File: config.mk
export PLATFORM = sky130hd
export DESIGN_NAME = command_packet_parser
export DESIGN_NICKNAME = d
export VERILOG_FILES = /design/src/cpp_pkg.sv /design/src/cpp_conv.sv /design/src/command_packet_parser.sv
export SDC_FILE = /design/constraint.sdc
export NUM_CORES = 2
export LEC_CHECK = 0
export CORE_MARGIN = 10
export CORE_UTILIZATION = 60
export CTS_CLUSTER_SIZE = 20
export DETAILED_ROUTE_END_ITERATION = 8
export DONT_BUFFER_PORTS = 1
export HOLD_SLACK_MARGIN = 0.05
export PLACE_DENSITY_LB_ADDON = 0.12
export SYNTH_ARGS = -nofsm -noshare
export SYNTH_HDL_FRONTEND = slang
export SYNTH_SLANG_ARGS = --single-unit
export TNS_END_PERCENT = 1
File: constraint.sdc
create_clock -name clk -period 20.5 [get_ports clk]
set_clock_uncertainty 0.05 [all_clocks]
set_input_delay 1.025 -clock clk [delete_from_list [all_inputs] [get_ports clk]]
set_output_delay 1.025 -clock clk [all_outputs]
set_load 0.1 [all_outputs]
File: src/cpp_pkg.sv
`timescale 1ns / 1ps
// ----------------------------------------------------------------------------
// cpp_pkg: shared types and constants of the command packet parser
// Byte codes of the packet framing, and the records that carry a finished
// field from the byte front end through the number conversion.
// ----------------------------------------------------------------------------
package cpp_pkg;

	localparam logic [7:0] BYTE_OPEN     = 8'h7B;
	localparam logic [7:0] BYTE_CLOSE    = 8'h7D;
	localparam logic [7:0] BYTE_LBRACKET = 8'h5B;
	localparam logic [7:0] BYTE_RBRACKET = 8'h5D;
	localparam logic [7:0] BYTE_COLON    = 8'h3A;
	localparam logic [7:0] BYTE_COMMA    = 8'h2C;
	localparam logic [7:0] BYTE_QUOTE    = 8'h22;
	localparam logic [7:0] BYTE_PLUS     = 8'h2B;
	localparam logic [7:0] BYTE_MINUS    = 8'h2D;
	localparam logic [7:0] BYTE_POINT    = 8'h2E;
	localparam logic [7:0] BYTE_SPACE    = 8'h20;
	localparam logic [7:0] BYTE_TAB      = 8'h09;
	localparam logic [7:0] BYTE_CR       = 8'h0D;
	localparam logic [7:0] BYTE_ZERO     = 8'h30;
	localparam logic [7:0] BYTE_NINE     = 8'h39;

	// Field index width: up to eight values per packet.
	localparam int IDX_W = 3;
	// Integer part saturates at 65536, which needs 17 bits.
	localparam int INT_W = 17;
	localparam int FRAC_W = 17;
	localparam logic [INT_W-1:0] INT_CAP = 17'd65536;
	localparam int FRAC_DIGITS = 5;

	// A finished field as captured by the byte front end.
	typedef struct packed {
		logic              valid;
		logic              emit;
		logic              wr;
		logic [IDX_W-1:0]  idx;
		logic [9:0]        ptype;
		logic [INT_W-1:0]  int_part;
		logic [FRAC_W-1:0] frac;
		logic [2:0]        fdig;
		logic              neg;
	} raw_t;

	// Fraction scaled to five decimal digits.
	typedef struct packed {
		logic              valid;
		logic              emit;
		logic              wr;
		logic [IDX_W-1:0]  idx;
		logic [9:0]        ptype;
		logic [INT_W-1:0]  int_part;
		logic [FRAC_W-1:0] fscaled;
		logic              neg;
	} scl_t;

	// Fraction converted to sixteen binary places.
	typedef struct packed {
		logic              valid;
		logic              emit;
		logic              wr;
		logic [IDX_W-1:0]  idx;
		logic [9:0]        ptype;
		logic [INT_W-1:0]  int_part;
		logic [15:0]       qfrac;
		logic              neg;
	} cnv_t;

endpackage

File: src/cpp_conv.sv
`timescale 1ns / 1ps
// ----------------------------------------------------------------------------
// cpp_conv: decimal fraction to binary fraction conversion
// Two pipeline stages: the fraction is scaled to five decimal digits, then
// multiplied by a reciprocal of 100000 / 65536 to give sixteen binary places.
// ----------------------------------------------------------------------------
module cpp_conv (
	input  logic          clk,
	input  logic          arst_n,
	input  logic          en,
	input  cpp_pkg::raw_t fld,
	output cpp_pkg::cnv_t cnv
);

	// floor(f * 2048 / 3125) == (f * MUL) >> 31 for every f below 100000.
	localparam logic [30:0] MUL = 31'd1407374884;

	function automatic logic [13:0] pow10_fill(input logic [2:0] n);
		logic [13:0] p;
		unique case (n)
			3'd1:    p = 14'd10000;
			3'd2:    p = 14'd1000;
			3'd3:    p = 14'd100;
			3'd4:    p = 14'd10;
			3'd5:    p = 14'd1;
			default: p = 14'd0;
		endcase
		return p;
	endfunction

	cpp_pkg::scl_t scl_s2;
	cpp_pkg::cnv_t cnv_s3;
	logic [47:0]   prod;

	assign prod = 48'(scl_s2.fscaled) * 48'(MUL);

	always_ff @(posedge clk or negedge arst_n) begin
		if (!arst_n) begin
			scl_s2 <= '0;
			cnv_s3 <= '0;
		end else if (en) begin
			scl_s2.valid    <= fld.valid;
			scl_s2.emit     <= fld.emit;
			scl_s2.wr       <= fld.wr;
			scl_s2.idx      <= fld.idx;
			scl_s2.ptype    <= fld.ptype;
			scl_s2.int_part <= fld.int_part;
			scl_s2.neg      <= fld.neg;
			scl_s2.fscaled  <= cpp_pkg::FRAC_W'(fld.frac * pow10_fill(fld.fdig));

			cnv_s3.valid    <= scl_s2.valid;
			cnv_s3.emit     <= scl_s2.emit;
			cnv_s3.wr       <= scl_s2.wr;
			cnv_s3.idx      <= scl_s2.idx;
			cnv_s3.ptype    <= scl_s2.ptype;
			cnv_s3.int_part <= scl_s2.int_part;
			cnv_s3.neg      <= scl_s2.neg;
			cnv_s3.qfrac    <= prod[46:31];
		end
	end

	assign cnv = cnv_s3;

endmodule

File: src/command_packet_parser.sv
`timescale 1ns / 1ps
// ----------------------------------------------------------------------------
// command_packet_parser: byte-serial parser for {"NNN":[v,v,v,v]} packets
// Recognises the packet header, collects the three-digit type and converts
// up to four comma-separated decimal numbers to signed Q16.16.
// ----------------------------------------------------------------------------
// The parser takes one received byte per clock cycle. The header bytes must
// arrive in order as an opening brace, a quote, three decimal digits, a
// quote, a colon and an opening bracket; any wrong header byte sends the
// parser back to idle and that byte is dropped. In the body, commas and
// closing brackets end a number, and a closing brace, or the byte that fills
// the body to BODY_MAX bytes, completes the packet. Each number is read like
// the C library atof: leading blanks, an optional sign, digits, an optional
// point and fraction; the first other character ends it, fraction digits past
// the fifth are ignored, and the value is truncated toward zero and saturated
// to the 32-bit range. Values that are missing or empty read as zero, and so
// do value slots at or above NUM_VALUES. After the byte that completes the
// packet, the result request is built step by step: the byte front end
// registers the finished number, two conversion stages scale the fraction and
// multiply by a reciprocal, and the last stage forms the saturated value into
// the output register. The block keeps taking one byte every cycle while a
// result waits on the output side; only when a second completed packet
// reaches the last conversion stage before the waiting result is taken does
// the input side hold, until the output register frees.
// ----------------------------------------------------------------------------
module command_packet_parser #(
	parameter int BODY_MAX   = 24,
	parameter int NUM_VALUES = 4
) (
	input  logic         clk,
	input  logic         arst_n,
	input  logic         s_tvalid,
	output logic         s_tready,
	input  logic [7:0]   s_tdata,   // [7:0] rx_byte
	output logic         m_tvalid,
	input  logic         m_tready,
	output logic [143:0] m_tdata    // [9:0] packet_type, [41:10] value_a,
	                                // [73:42] value_b, [105:74] value_c,
	                                // [137:106] value_d, [143:138] zero
);

	localparam int BL_W  = $clog2(BODY_MAX + 1);
	localparam int CNT_W = $clog2(NUM_VALUES + 1);
	localparam int IDX_W = cpp_pkg::IDX_W;
	localparam int INT_W = cpp_pkg::INT_W;
	localparam int FRAC_W = cpp_pkg::FRAC_W;

	// Frame position: idle, header bytes in order, then the body.
	typedef enum logic [3:0] {
		ST_IDLE,
		ST_QUOTE1,
		ST_DIG0,
		ST_DIG1,
		ST_DIG2,
		ST_QUOTE2,
		ST_COLON,
		ST_LBRACKET,
		ST_BODY
	} state_t;

	state_t              state_q;
	logic [9:0]          type_q;
	logic [BL_W-1:0]     blen_q;
	logic [CNT_W-1:0]    fcnt_q;
	logic [INT_W-1:0]    int_q;
	logic [FRAC_W-1:0]   frac_q;
	logic [2:0]          fdig_q;
	logic                neg_q;
	logic                point_q;
	logic                stop_q;
	logic                start_q;
	cpp_pkg::raw_t       raw_s1;

	// Flow control. The whole pipeline holds only when a completed packet
	// would land on a result that is still waiting.
	logic                en;
	logic                acc;
	cpp_pkg::cnv_t       cnv;

	assign en       = !(cnv.valid && cnv.emit && m_tvalid && !m_tready);
	assign s_tready = en;
	assign acc      = s_tvalid && en;

	// ------------------------------------------------------------------
	// Byte classification and the atof-style update of the field that is
	// being read.
	// ------------------------------------------------------------------
	logic [7:0]          rx;
	logic                is_digit;
	logic                is_blank;
	logic                is_close;
	logic                is_sep;
	logic [3:0]          dig;
	logic [19:0]         int_x10;
	logic [INT_W-1:0]    int_n;
	logic [FRAC_W-1:0]   frac_n;
	logic [2:0]          fdig_n;
	logic                neg_n;
	logic                point_n;
	logic                stop_n;
	logic                start_n;
	logic [BL_W-1:0]     blen_inc;
	logic                body_full;
	logic                finish;
	logic                emit_b;

	assign rx       = s_tdata;
	assign is_digit = (rx >= cpp_pkg::BYTE_ZERO) && (rx <= cpp_pkg::BYTE_NINE);
	assign is_blank = (rx == cpp_pkg::BYTE_SPACE)
		|| ((rx >= cpp_pkg::BYTE_TAB) && (rx <= cpp_pkg::BYTE_CR));
	assign is_close = (rx == cpp_pkg::BYTE_CLOSE);
	assign is_sep   = (rx == cpp_pkg::BYTE_COMMA) || (rx == cpp_pkg::BYTE_RBRACKET);
	assign dig      = rx[3:0];
	assign int_x10  = {int_q, 3'b000} + {2'b00, int_q, 1'b0} + 20'(dig);

	assign blen_inc  = blen_q + 1'b1;
	assign body_full = (blen_inc == BL_W'(BODY_MAX));
	assign finish    = is_close || is_sep || body_full;
	assign emit_b    = is_close || body_full;

	always_comb begin
		int_n   = int_q;
		frac_n  = frac_q;
		fdig_n  = fdig_q;
		neg_n   = neg_q;
		point_n = point_q;
		stop_n  = stop_q;
		start_n = start_q;
		// Separators and the closing brace are not fed to the number.
		if (!is_close && !is_sep && !stop_q && !(!start_q && is_blank)) begin
			priority if (!start_q && ((rx == cpp_pkg::BYTE_PLUS)
					|| (rx == cpp_pkg::BYTE_MINUS))) begin
				neg_n   = (rx == cpp_pkg::BYTE_MINUS);
				start_n = 1'b1;
			end else if (is_digit) begin
				start_n = 1'b1;
				if (!point_q) begin
					int_n = (int_x10 > 20'(cpp_pkg::INT_CAP)) ? cpp_pkg::INT_CAP
						: int_x10[INT_W-1:0];
				end else if (fdig_q < 3'(cpp_pkg::FRAC_DIGITS)) begin
					frac_n = FRAC_W'({frac_q, 3'b000} + {frac_q, 1'b0} + 20'(dig));
					fdig_n = fdig_q + 1'b1;
				end
			end else if ((rx == cpp_pkg::BYTE_POINT) && !point_q) begin
				point_n = 1'b1;
				start_n = 1'b1;
			end else begin
				stop_n = 1'b1;
			end
		end
	end

	// ------------------------------------------------------------------
	// Frame state and the register that hands a finished field on to the
	// conversion.
	// ------------------------------------------------------------------
	always_ff @(posedge clk or negedge arst_n) begin
		if (!arst_n) begin
			state_q <= ST_IDLE;
			type_q  <= '0;
			blen_q  <= '0;
			fcnt_q  <= '0;
			int_q   <= '0;
			frac_q  <= '0;
			fdig_q  <= '0;
			neg_q   <= 1'b0;
			point_q <= 1'b0;
			stop_q  <= 1'b0;
			start_q <= 1'b0;
			raw_s1  <= '0;
		end else begin
			if (en) begin
				raw_s1.valid    <= acc && (state_q == ST_BODY) && finish;
				raw_s1.emit     <= emit_b;
				raw_s1.wr       <= (fcnt_q < CNT_W'(NUM_VALUES));
				raw_s1.idx      <= IDX_W'(fcnt_q);
				raw_s1.ptype    <= type_q;
				raw_s1.int_part <= int_n;
				raw_s1.frac     <= frac_n;
				raw_s1.fdig     <= fdig_n;
				raw_s1.neg      <= neg_n;
			end
			if (acc) begin
				unique case (state_q)
					ST_IDLE: begin
						if (rx == cpp_pkg::BYTE_OPEN) begin
							state_q <= ST_QUOTE1;
							type_q  <= '0;
							blen_q  <= '0;
							fcnt_q  <= '0;
							int_q   <= '0;
							frac_q  <= '0;
							fdig_q  <= '0;
							neg_q   <= 1'b0;
							point_q <= 1'b0;
							stop_q  <= 1'b0;
							start_q <= 1'b0;
						end
					end
					ST_QUOTE1: begin
						state_q <= (rx == cpp_pkg::BYTE_QUOTE) ? ST_DIG0 : ST_IDLE;
					end
					ST_DIG0, ST_DIG1, ST_DIG2: begin
						if (is_digit) begin
							type_q  <= 10'({type_q, 3'b000} + {type_q, 1'b0} + 13'(dig));
							state_q <= state_t'(state_q + 1'b1);
						end else begin
							state_q <= ST_IDLE;
						end
					end
					ST_QUOTE2: begin
						state_q <= (rx == cpp_pkg::BYTE_QUOTE) ? ST_COLON : ST_IDLE;
					end
					ST_COLON: begin
						state_q <= (rx == cpp_pkg::BYTE_COLON) ? ST_LBRACKET : ST_IDLE;
					end
					ST_LBRACKET: begin
						state_q <= (rx == cpp_pkg::BYTE_LBRACKET) ? ST_BODY : ST_IDLE;
					end
					ST_BODY: begin
						if (!is_close) begin
							blen_q <= blen_inc;
						end
						if (finish) begin
							if (fcnt_q < CNT_W'(NUM_VALUES)) begin
								fcnt_q <= fcnt_q + 1'b1;
							end
							int_q   <= '0;
							frac_q  <= '0;
							fdig_q  <= '0;
							neg_q   <= 1'b0;
							point_q <= 1'b0;
							stop_q  <= 1'b0;
							start_q <= 1'b0;
						end else begin
							int_q   <= int_n;
							frac_q  <= frac_n;
							fdig_q  <= fdig_n;
							neg_q   <= neg_n;
							point_q <= point_n;
							stop_q  <= stop_n;
							start_q <= start_n;
						end
						if (emit_b) begin
							state_q <= ST_IDLE;
						end
					end
					default: begin
						state_q <= ST_IDLE;
					end
				endcase
			end
		end
	end

	// ------------------------------------------------------------------
	// Fraction conversion pipeline.
	// ------------------------------------------------------------------
	cpp_conv u_conv (
		.clk    (clk),
		.arst_n (arst_n),
		.en     (en),
		.fld    (raw_s1),
		.cnv    (cnv)
	);

	// ------------------------------------------------------------------
	// Final value: the integer part and the sixteen fraction bits sit side
	// by side, so the magnitude needs no adder. Then sign and saturation.
	// ------------------------------------------------------------------
	logic [32:0] mag;
	logic [31:0] cval;

	assign mag = {cnv.int_part, cnv.qfrac};

	always_comb begin
		if (cnv.neg) begin
			cval = (mag > 33'h0_8000_0000) ? 32'h8000_0000
				: 32'(33'h1_0000_0000 - mag);
		end else begin
			cval = (mag > 33'h0_7FFF_FFFF) ? 32'h7FFF_FFFF : mag[31:0];
		end
	end

	// Values of the finished fields of the packet in progress. A slot whose
	// valid bit is clear reads as zero; every completed packet clears them.
	logic [31:0]           val_q [NUM_VALUES];
	logic [NUM_VALUES-1:0] vld_q;

	always_ff @(posedge clk or negedge arst_n) begin
		if (!arst_n) begin
			vld_q <= '0;
		end else if (en && cnv.valid) begin
			if (cnv.emit) begin
				vld_q <= '0;
			end else if (cnv.wr) begin
				for (int k = 0; k < NUM_VALUES; k++) begin
					if (cnv.idx == IDX_W'(k)) begin
						vld_q[k] <= 1'b1;
					end
				end
			end
		end
	end

	always_ff @(posedge clk) begin
		if (en && cnv.valid && !cnv.emit && cnv.wr) begin
			for (int k = 0; k < NUM_VALUES; k++) begin
				if (cnv.idx == IDX_W'(k)) begin
					val_q[k] <= cval;
				end
			end
		end
	end

	logic [31:0] res_val [4];

	for (genvar g = 0; g < 4; g++) begin : g_res
		if (g < NUM_VALUES) begin : g_on
			assign res_val[g] = (cnv.wr && (cnv.idx == IDX_W'(g))) ? cval
				: (vld_q[g] ? val_q[g] : 32'h0);
		end else begin : g_off
			assign res_val[g] = 32'h0;
		end
	end

	// ------------------------------------------------------------------
	// Result register.
	// ------------------------------------------------------------------
	logic         out_vld_q;
	logic [143:0] out_q;

	always_ff @(posedge clk or negedge arst_n) begin
		if (!arst_n) begin
			out_vld_q <= 1'b0;
		end else if (en && cnv.valid && cnv.emit) begin
			out_vld_q <= 1'b1;
		end else if (m_tready) begin
			out_vld_q <= 1'b0;
		end
	end

	always_ff @(posedge clk) begin
		if (en && cnv.valid && cnv.emit) begin
			out_q <= {6'b0, res_val[3], res_val[2], res_val[1], res_val[0], cnv.ptype};
		end
	end

	assign m_tvalid = out_vld_q;
	assign m_tdata  = out_q;

	// ------------------------------------------------------------------
	// Checks.
	// ------------------------------------------------------------------
	a_body_len: assert property (@(posedge clk) disable iff (!arst_n)
		(state_q == ST_BODY) |-> (blen_q < BL_W'(BODY_MAX)))
		else $error("body length reached its limit without completing the packet");

	a_field_count: assert property (@(posedge clk) disable iff (!arst_n)
		fcnt_q <= CNT_W'(NUM_VALUES))
		else $error("field counter ran past the number of value slots");

	a_store_index: assert property (@(posedge clk) disable iff (!arst_n)
		(cnv.valid && cnv.wr) |-> ({1'b0, cnv.idx} < (IDX_W + 1)'(NUM_VALUES)))
		else $error("value store written beyond its slots");

	a_no_overrun: assert property (@(posedge clk) disable iff (!arst_n)
		(en && cnv.valid && cnv.emit) |-> (!m_tvalid || m_tready))
		else $error("result overwrote a request still waiting");

	a_emit_idle: assert property (@(posedge clk) disable iff (!arst_n)
		(acc && (state_q == ST_BODY) && emit_b) |=> (state_q == ST_IDLE))
		else $error("parser did not return to idle after a completed packet");

endmodule
# ---- Word level (Yosys, flattened, before mapping)
# Memories as Yosys holds them, arrays and structs flattened.
# Index checks and enable logic that the tools add are counted.
dict set report op_classes {
  add_sub_neg 11
  multipliers 2
  n_lt_le_gt_ge 9
  eq_ne 40
  n_mux 104
  reduce_logical 63
}
# op count
set ops {}
lappend ops {{2-to-1 mux 32 bit} 14}
lappend ops {{2-to-1 mux 17 bit} 13}
lappend ops {{OR reduction 32 bit} 3}
lappend ops {{one-hot mux 14 bit (5 select lines)} 1}
lappend ops {{one-hot mux 17 bit (2 select lines)} 2}
lappend ops {{equality test 8 x 6 -> 1 bit (second input constant)} 7}
lappend ops {{multiplier 17 x 29 -> 45 bit (second input constant)} 1}
lappend ops {{2-to-1 mux 1 bit} 39}
lappend ops {{greater-than comparator 33 x 31 -> 1 bit (second input constant)} 1}
lappend ops {{greater-than comparator 33 x 32 -> 1 bit (second input constant)} 1}
lappend ops {{2-to-1 mux 3 bit} 11}
lappend ops {{equality test 8 x 7 -> 1 bit (second input constant)} 4}
lappend ops {{subtractor 1 x 32 -> 32 bit (first input constant)} 1}
lappend ops {{one-hot mux 4 bit (7 select lines)} 1}
lappend ops {{2-to-1 mux 4 bit} 6}
lappend ops {{logical AND 1 bit} 22}
lappend ops {{adder 20 x 18 -> 20 bit} 1}
lappend ops {{adder 20 x 4 -> 20 bit} 1}
lappend ops {{greater-than comparator 20 x 17 -> 1 bit (second input constant)} 1}
lappend ops {{2-to-1 mux 10 bit} 2}
lappend ops {{one-hot mux 10 bit (2 select lines)} 1}
lappend ops {{AND reduction 3 bit} 6}
lappend ops {{adder 17 bit} 1}
lappend ops {{adder 17 x 4 -> 17 bit} 1}
lappend ops {{other kinds (38)} 88}
dict set report word_totals {
  reg_bits 361
  mem_bits_rw 128
  output_inout_bits 146
  elab_cells 272
  n_memories 1
}
# name words word_bits rd rd_ports_with_merged_regs wr line_no
set mem_list {}
lappend mem_list {val_q 4 32 4 0 1 command_packet_parser.sv:287} ;# logic [31:0] val_q [NUM_VALUES];

# ---- Depth between registers and ports, before layout
dict set report logic_depth {
  word_depth 13
  mapped_depth 25
  depth_no_buf 23
}

# ---- By module
# From an unflattened synthesis, not the netlist that was laid out.
dict set report hier_totals {
  hier_cells 3129
  hier_area_um2 33525.9
}
# module instances cells_each area_each_um2 seq_area_each_um2
set modules_own_cells {}
lappend modules_own_cells {command_packet_parser 1 1739 18949.4 11040.6}
lappend modules_own_cells {cpp_conv 1 1390 14576.5 2527.4}

# ---- Least setup slack after synthesis
# No wires, ideal clock.
dict set report synth_timing {
  path_type {input to register}
  startpoint {input port m_tready}
  endpoint {register out_q[0] (netlist: m_tdata[0]) (enable)}
  setup_time_ps 645
  arrival_ps 6948
  t_required_ps 19805
  slack_ps 12858
  cell_stages 2
  path_buffers 0
  cell_sequence {nor2b_1 nor2_1}
}
dict set report synth_between {
  elab_chain_len 5
}
# item line_no
set synth_rtl {}
lappend synth_rtl {{start: declaration} command_packet_parser.sv:36} ;# input logic m_tready,
lappend synth_rtl {{logical NOT 1 bit} command_packet_parser.sv:80} ;# assign en = !(cnv.valid && cnv.emit && m_tvalid && !m_tready);
lappend synth_rtl {{logical AND 1 bit} command_packet_parser.sv:80}
lappend synth_rtl {{logical NOT 1 bit} command_packet_parser.sv:80}
lappend synth_rtl {{logical AND 1 bit (2 in series)} command_packet_parser.sv:344} ;# if (en && cnv.valid && cnv.emit) begin
lappend synth_rtl {{end signal: assignment} command_packet_parser.sv:345} ;# out_q <= {6'b0, res_val[3], res_val[2], res_val[1], res_val[0], cnv.ptype};
lappend synth_rtl {{end: declaration} command_packet_parser.sv:331} ;# logic [143:0] out_q;
# Every way passes these cells.
# A chain may end at the register's enable or synchronous reset.

# ---- Final worst setup path
dict set report layout_timing {
  startpoint {register raw_s1[2] in the netlist's numbering}
  endpoint {register u_conv.scl_s2[17] in the netlist's numbering}
}
dict set report layout_between {
  elab_chain_len 4
  elab_cells_between_ends 8
  classes_between {1 x mul; 5 x eq/ne; 2 x mux}
}
# item line_no
set layout_rtl {}
lappend layout_rtl {{start: declaration} command_packet_parser.sv:72} ;# cpp_pkg::raw_t raw_s1;
lappend layout_rtl {{equality test 3 bit (tied with other cells)} cpp_conv.sv:20} ;# unique case (n)
lappend layout_rtl {{one-hot mux 14 bit (5 select lines) *} cpp_conv.sv:20}
lappend layout_rtl {{2-to-1 mux 14 bit *} cpp_conv.sv:41} ;# end else if (en) begin
lappend layout_rtl {{multiplier 17 x 14 -> 17 bit *} cpp_conv.sv:49} ;# scl_s2.fscaled <= cpp_pkg::FRAC_W'(fld.frac * pow10_fill(fld.fdig));
lappend layout_rtl {{end: declaration} cpp_conv.sv:31} ;# cpp_pkg::scl_t scl_s2;
# Mark *: on every way between the ends. The rest lies on a longest branch, timed or not. The select of a mux whose other input is x is not followed.

==> results.md <==
* Status: finished clean
* Chip width at 255 um
* Mapped Avg Cell Area at between 10 and 15 um2
* Post-route cell area at about 35,000 um2
* Cell taking the most area after synthesis: edfxtp_1
* EDFF count, synth at roughly 270
* CP required at 20.88 ns
* Fin Setup TNS at 0 ns
* Top-count cell post-synth: nand2_1
* GRT Resource Usage Total at about a quarter
* DR vias/cell at roughly 5.9
* Worst vdd ir at about 0.000063 V
* Synth Warn # at 0
* Post-CTS Setup Inserts at 0
* Critical-path top delay cell: a21oi_1
* Max Cap Violations at 0
* Synth-to-layout area growth at 7.04%
* Clock Sink Count at between 400 and 500
* I/O pin total at 158
* Cells after synthesis at 3,150
* Initial Util at 61.1%
* Prevailing post-synth register cell: edfxtp_1
* Critical path arrival at roughly 7.1 ns
* Die ar. at between 60,000 and 70,000 um2
* CTS root buffer: clkbuf_16
* Unique masters post-synth at 85
* Largest stage delay, worst path at between 0.6 and 0.7 ns
* Post-Route WL at ~77 mm
* Synth async-reset ratio at 45.6%
* Final Non-Filler Cells at 3,838
* Final period utilization at between 30% and 40%
* Transition time of the tightest slew-check pin at about 1.3 ns
* Grt ovf at 0
* Final Hold Vio Count at 0
* Area contributors post-synth: edfxtp_1, dfrtp_1, fa_1
* RR Startpoint: raw_s1[2]
* Cell Rows at between 80 and 90
* Number of global-route vias before repair at 22,600
* Crit. End Element: flip-flop
* ANT cells at 0
* Reg2Reg Setup Slack at between 10 and 15 ns
* Port Buffers at 0
* Final Max Tran Viols at 0
* CP Max Fanout at 28
* CTS Buf Count at 51
* Lkg Pwr at between 15 and 20 nW
* DRT antenna net count at 0
* DIE HEIGHT at approximately 250 um
* Worst slew margin at between 10 and 15%
* Via count at around 22,000
* First-pass GRT wire length at 124 mm
* Netlist Area Pre-Place at between 30,000 and 40,000 um2
* Setup WS post-layout at ~14 ns
* Sequential area share after synthesis at 41.1%
* Final #Nets at 3,658
* Worst r2r path cells at 23
* Crit path kind: flip-flop to flip-flop
* Clock-pin slew on the worst setup and hold paths at ~0.060 ns
* Fmax achieved at about 150 MHz
* WL/cell at approximately 20 um
* Initial antenna violation count at 0
* CTS tree: built
* Flops & latches, synth at between 400 and 500
* Drt pass-1 iters at 6
* Largest net degree at the start of global routing at approximately 150
* Synth cell count leaders: nand2_1, inv_1, ha_1, edfxtp_1, fa_1
* Post-Place Cells at approximately 3,700
* Layout cell share with drive strength beyond 1 at under 10%
* DRT iter0 DRCs at 1,654
* # DRC at 0
* Area after DPL at 33,600 um2
* H-Tree Depth at 2
* Clock Latency Late Sink at about 0.61 ns
* Crit. Startpoint: raw_s1[2]
* Pre-CTS setup slack at 13.81 ns
* RSZ-0062 raised after global routing: false
* Core box area at between 50,000 and 60,000 um2
* Worst flop-to-flop path endpoint: u_conv.scl_s2[17]
* Final setup fails at 0
* HPWL after DPL at between 50 and 60 mm
* Crit-path cells: nor2b_1 -> buf_4 -> inv_1 -> a21oi_1 -> nand2_1 -> fa_1 -> fa_1 -> inv_1 -> ha_1 -> ha_1 -> inv_1 -> fa_1 -> fa_1 -> inv_1 -> ha_1 -> nor2b_1 -> o21a_1 -> nor3_1 -> o31ai_1 -> o41ai_1 -> o21ai_0 -> xnor2_1 -> a21oi_1
* Startpoint types: flip-flop
* Period minus WS final at approximately 6.7 ns
* Yosys top cell area share at roughly a quarter
* Total power at between 0.002 and 0.0025 W
* Hold crit path type: primary input to async pin
* Maximum clock path buffer count at 3
* Placer Congestion at roughly 0.93
* Pwr/cell area at between 60 and 70 nW/um2
-- metal layers --
layer | vias up | GRT usage [%] | wire length [um] | part of all wire [%]
li1 | 10600 | - | - | -
met2 | 689 | 40.2 | 36800 | 48
met1 | 11100 | 32.7 | 33700 | 44
met3 | 101 | 3.05 | 4270 | 5.6
met4 | 0 | 6.19 | 1700 | 2.2
met5 | - | 0 | 0 | 0
-- worst max path at each step --
stage / to / slack, ns / depth (start not counted)
finish: u_conv.scl_s2[17] / 13.77 / 23
global route: u_conv.scl_s2[17] / 13.20 / 23
CTS: u_conv.scl_s2[17] / 13.76 / 23
detailed placement: u_conv.scl_s2[14] / 13.81 / 23
global placement: u_conv.scl_s2[17] / 13.90 / 23
floorplan: m_tdata[0] / 12.86 / 2
-- sequential cells by signal, indices dropped and copies added, names as in the netlist, 3 cells and up --
| signal | cells |
|---|---|
| blen_q | 5 |
| fcnt_q | 3 |
| fdig_q | 3 |
| frac_q | 17 |
| int_q | 17 |
| m_tdata | 138 |
| raw_s1 | 54 |
| state_q | 4 |
| type_q | 10 |
| u_conv.cnv | 50 |
| u_conv.scl_s2 | 51 |
| val_q | 128 |
| vld_q | 4 |
-- timing repair --
action	in CTS	in global routing
hold buffers	5	0
gates resized for setup	0	0
hold endpoints to repair	62	0
-- where the power goes --
group / switching (W) / internal (W) / leakage (nW)
Combinational: 0.0000981 / 0.0000543 / 10.9
Sequential: 0.0000240 / 0.00107 / 5.21
Clock: 0.000386 / 0.000547 / 0.838
-- layout by cell type (no fill, tap or decap), types with 7 or more instances in the layout --
cell type	count
nand2_1	487
clkbuf_8	9
nand3_1	131
o211ai_1	7
o21ai_1	24
a211oi_1	11
buf_4	20
nand4_1	15
nand2b_1	28
a32oi_1	13
nor4_1	9
a221oi_1	11
a22o_1	17
and2_1	37
o21ai_0	157
and3_1	16
nor2_1	117
nor2b_1	18
or2_2	11
a221o_1	32
xnor2_1	53
o31ai_1	25
a21oi_1	99
or3_1	11
o21ai_2	11
clkbuf_1	15
fa_1	247
a21o_1	27
o21a_1	7
xor2_1	32
dfrtp_1	223
ha_1	300
nor3_1	29
a31oi_1	29
inv_1	403
nand3b_1	9
edfxtp_1	266
clkbuf_16	51
-- logic make-up (layout without fill, tap and decap cells) --
| group | after synthesis | after routing | synth area share (%) |
|---|---|---|---|
| and+or+nand+nor | 962 | 962 | 13.4 |
| adders and majority gates | 547 | 547 | 26.3 |
| buffers and inverters | 540 | 527 | 6.31 |
| AOI/OAI and AO/OA | 517 | 517 | 10.3 |
| DFF | 489 | 489 | 41.1 |
| xor gates and xnor gates | 85 | 85 | 2.25 |
| muxes | 9 | 9 | 0.284 |
| other | 1 | 6 | 0.0113 |
-- metrics by stage --
step | hold slack (ns) | utilization [%]
6_report | 0.100 | 65.3
3_3_place_gp | 0.382 | 62.0
3_5_place_dp | 0.386 | 62.0
4_1_cts | 0.0512 | 65.3
5_1_grt | 0.0518 | 65.3
2_1_floorplan | 0.375 | -
-- worst max-delay path: cells and delay by family, from the launching register on --
family	cells	cell delay [ns]
AOI/OAI and AO/OA	6	1.72
xor gates and xnor gates	1	0.20
adders and majority gates	7	2.99
buffers and inverters	5	0.48
DFF	1	0.39
and+or+nand+nor	4	0.71
-- final cells by class --
class	instances	area, um2
inverter	405	1530
sequential	489	13600
clock buffer	75	1460
fill	4303	18800
multi-input combinational	2126	17500
timing repair buffer	26	238
clock inverter	21	265
tap	696	871
(Power assumes the default switching activity.)
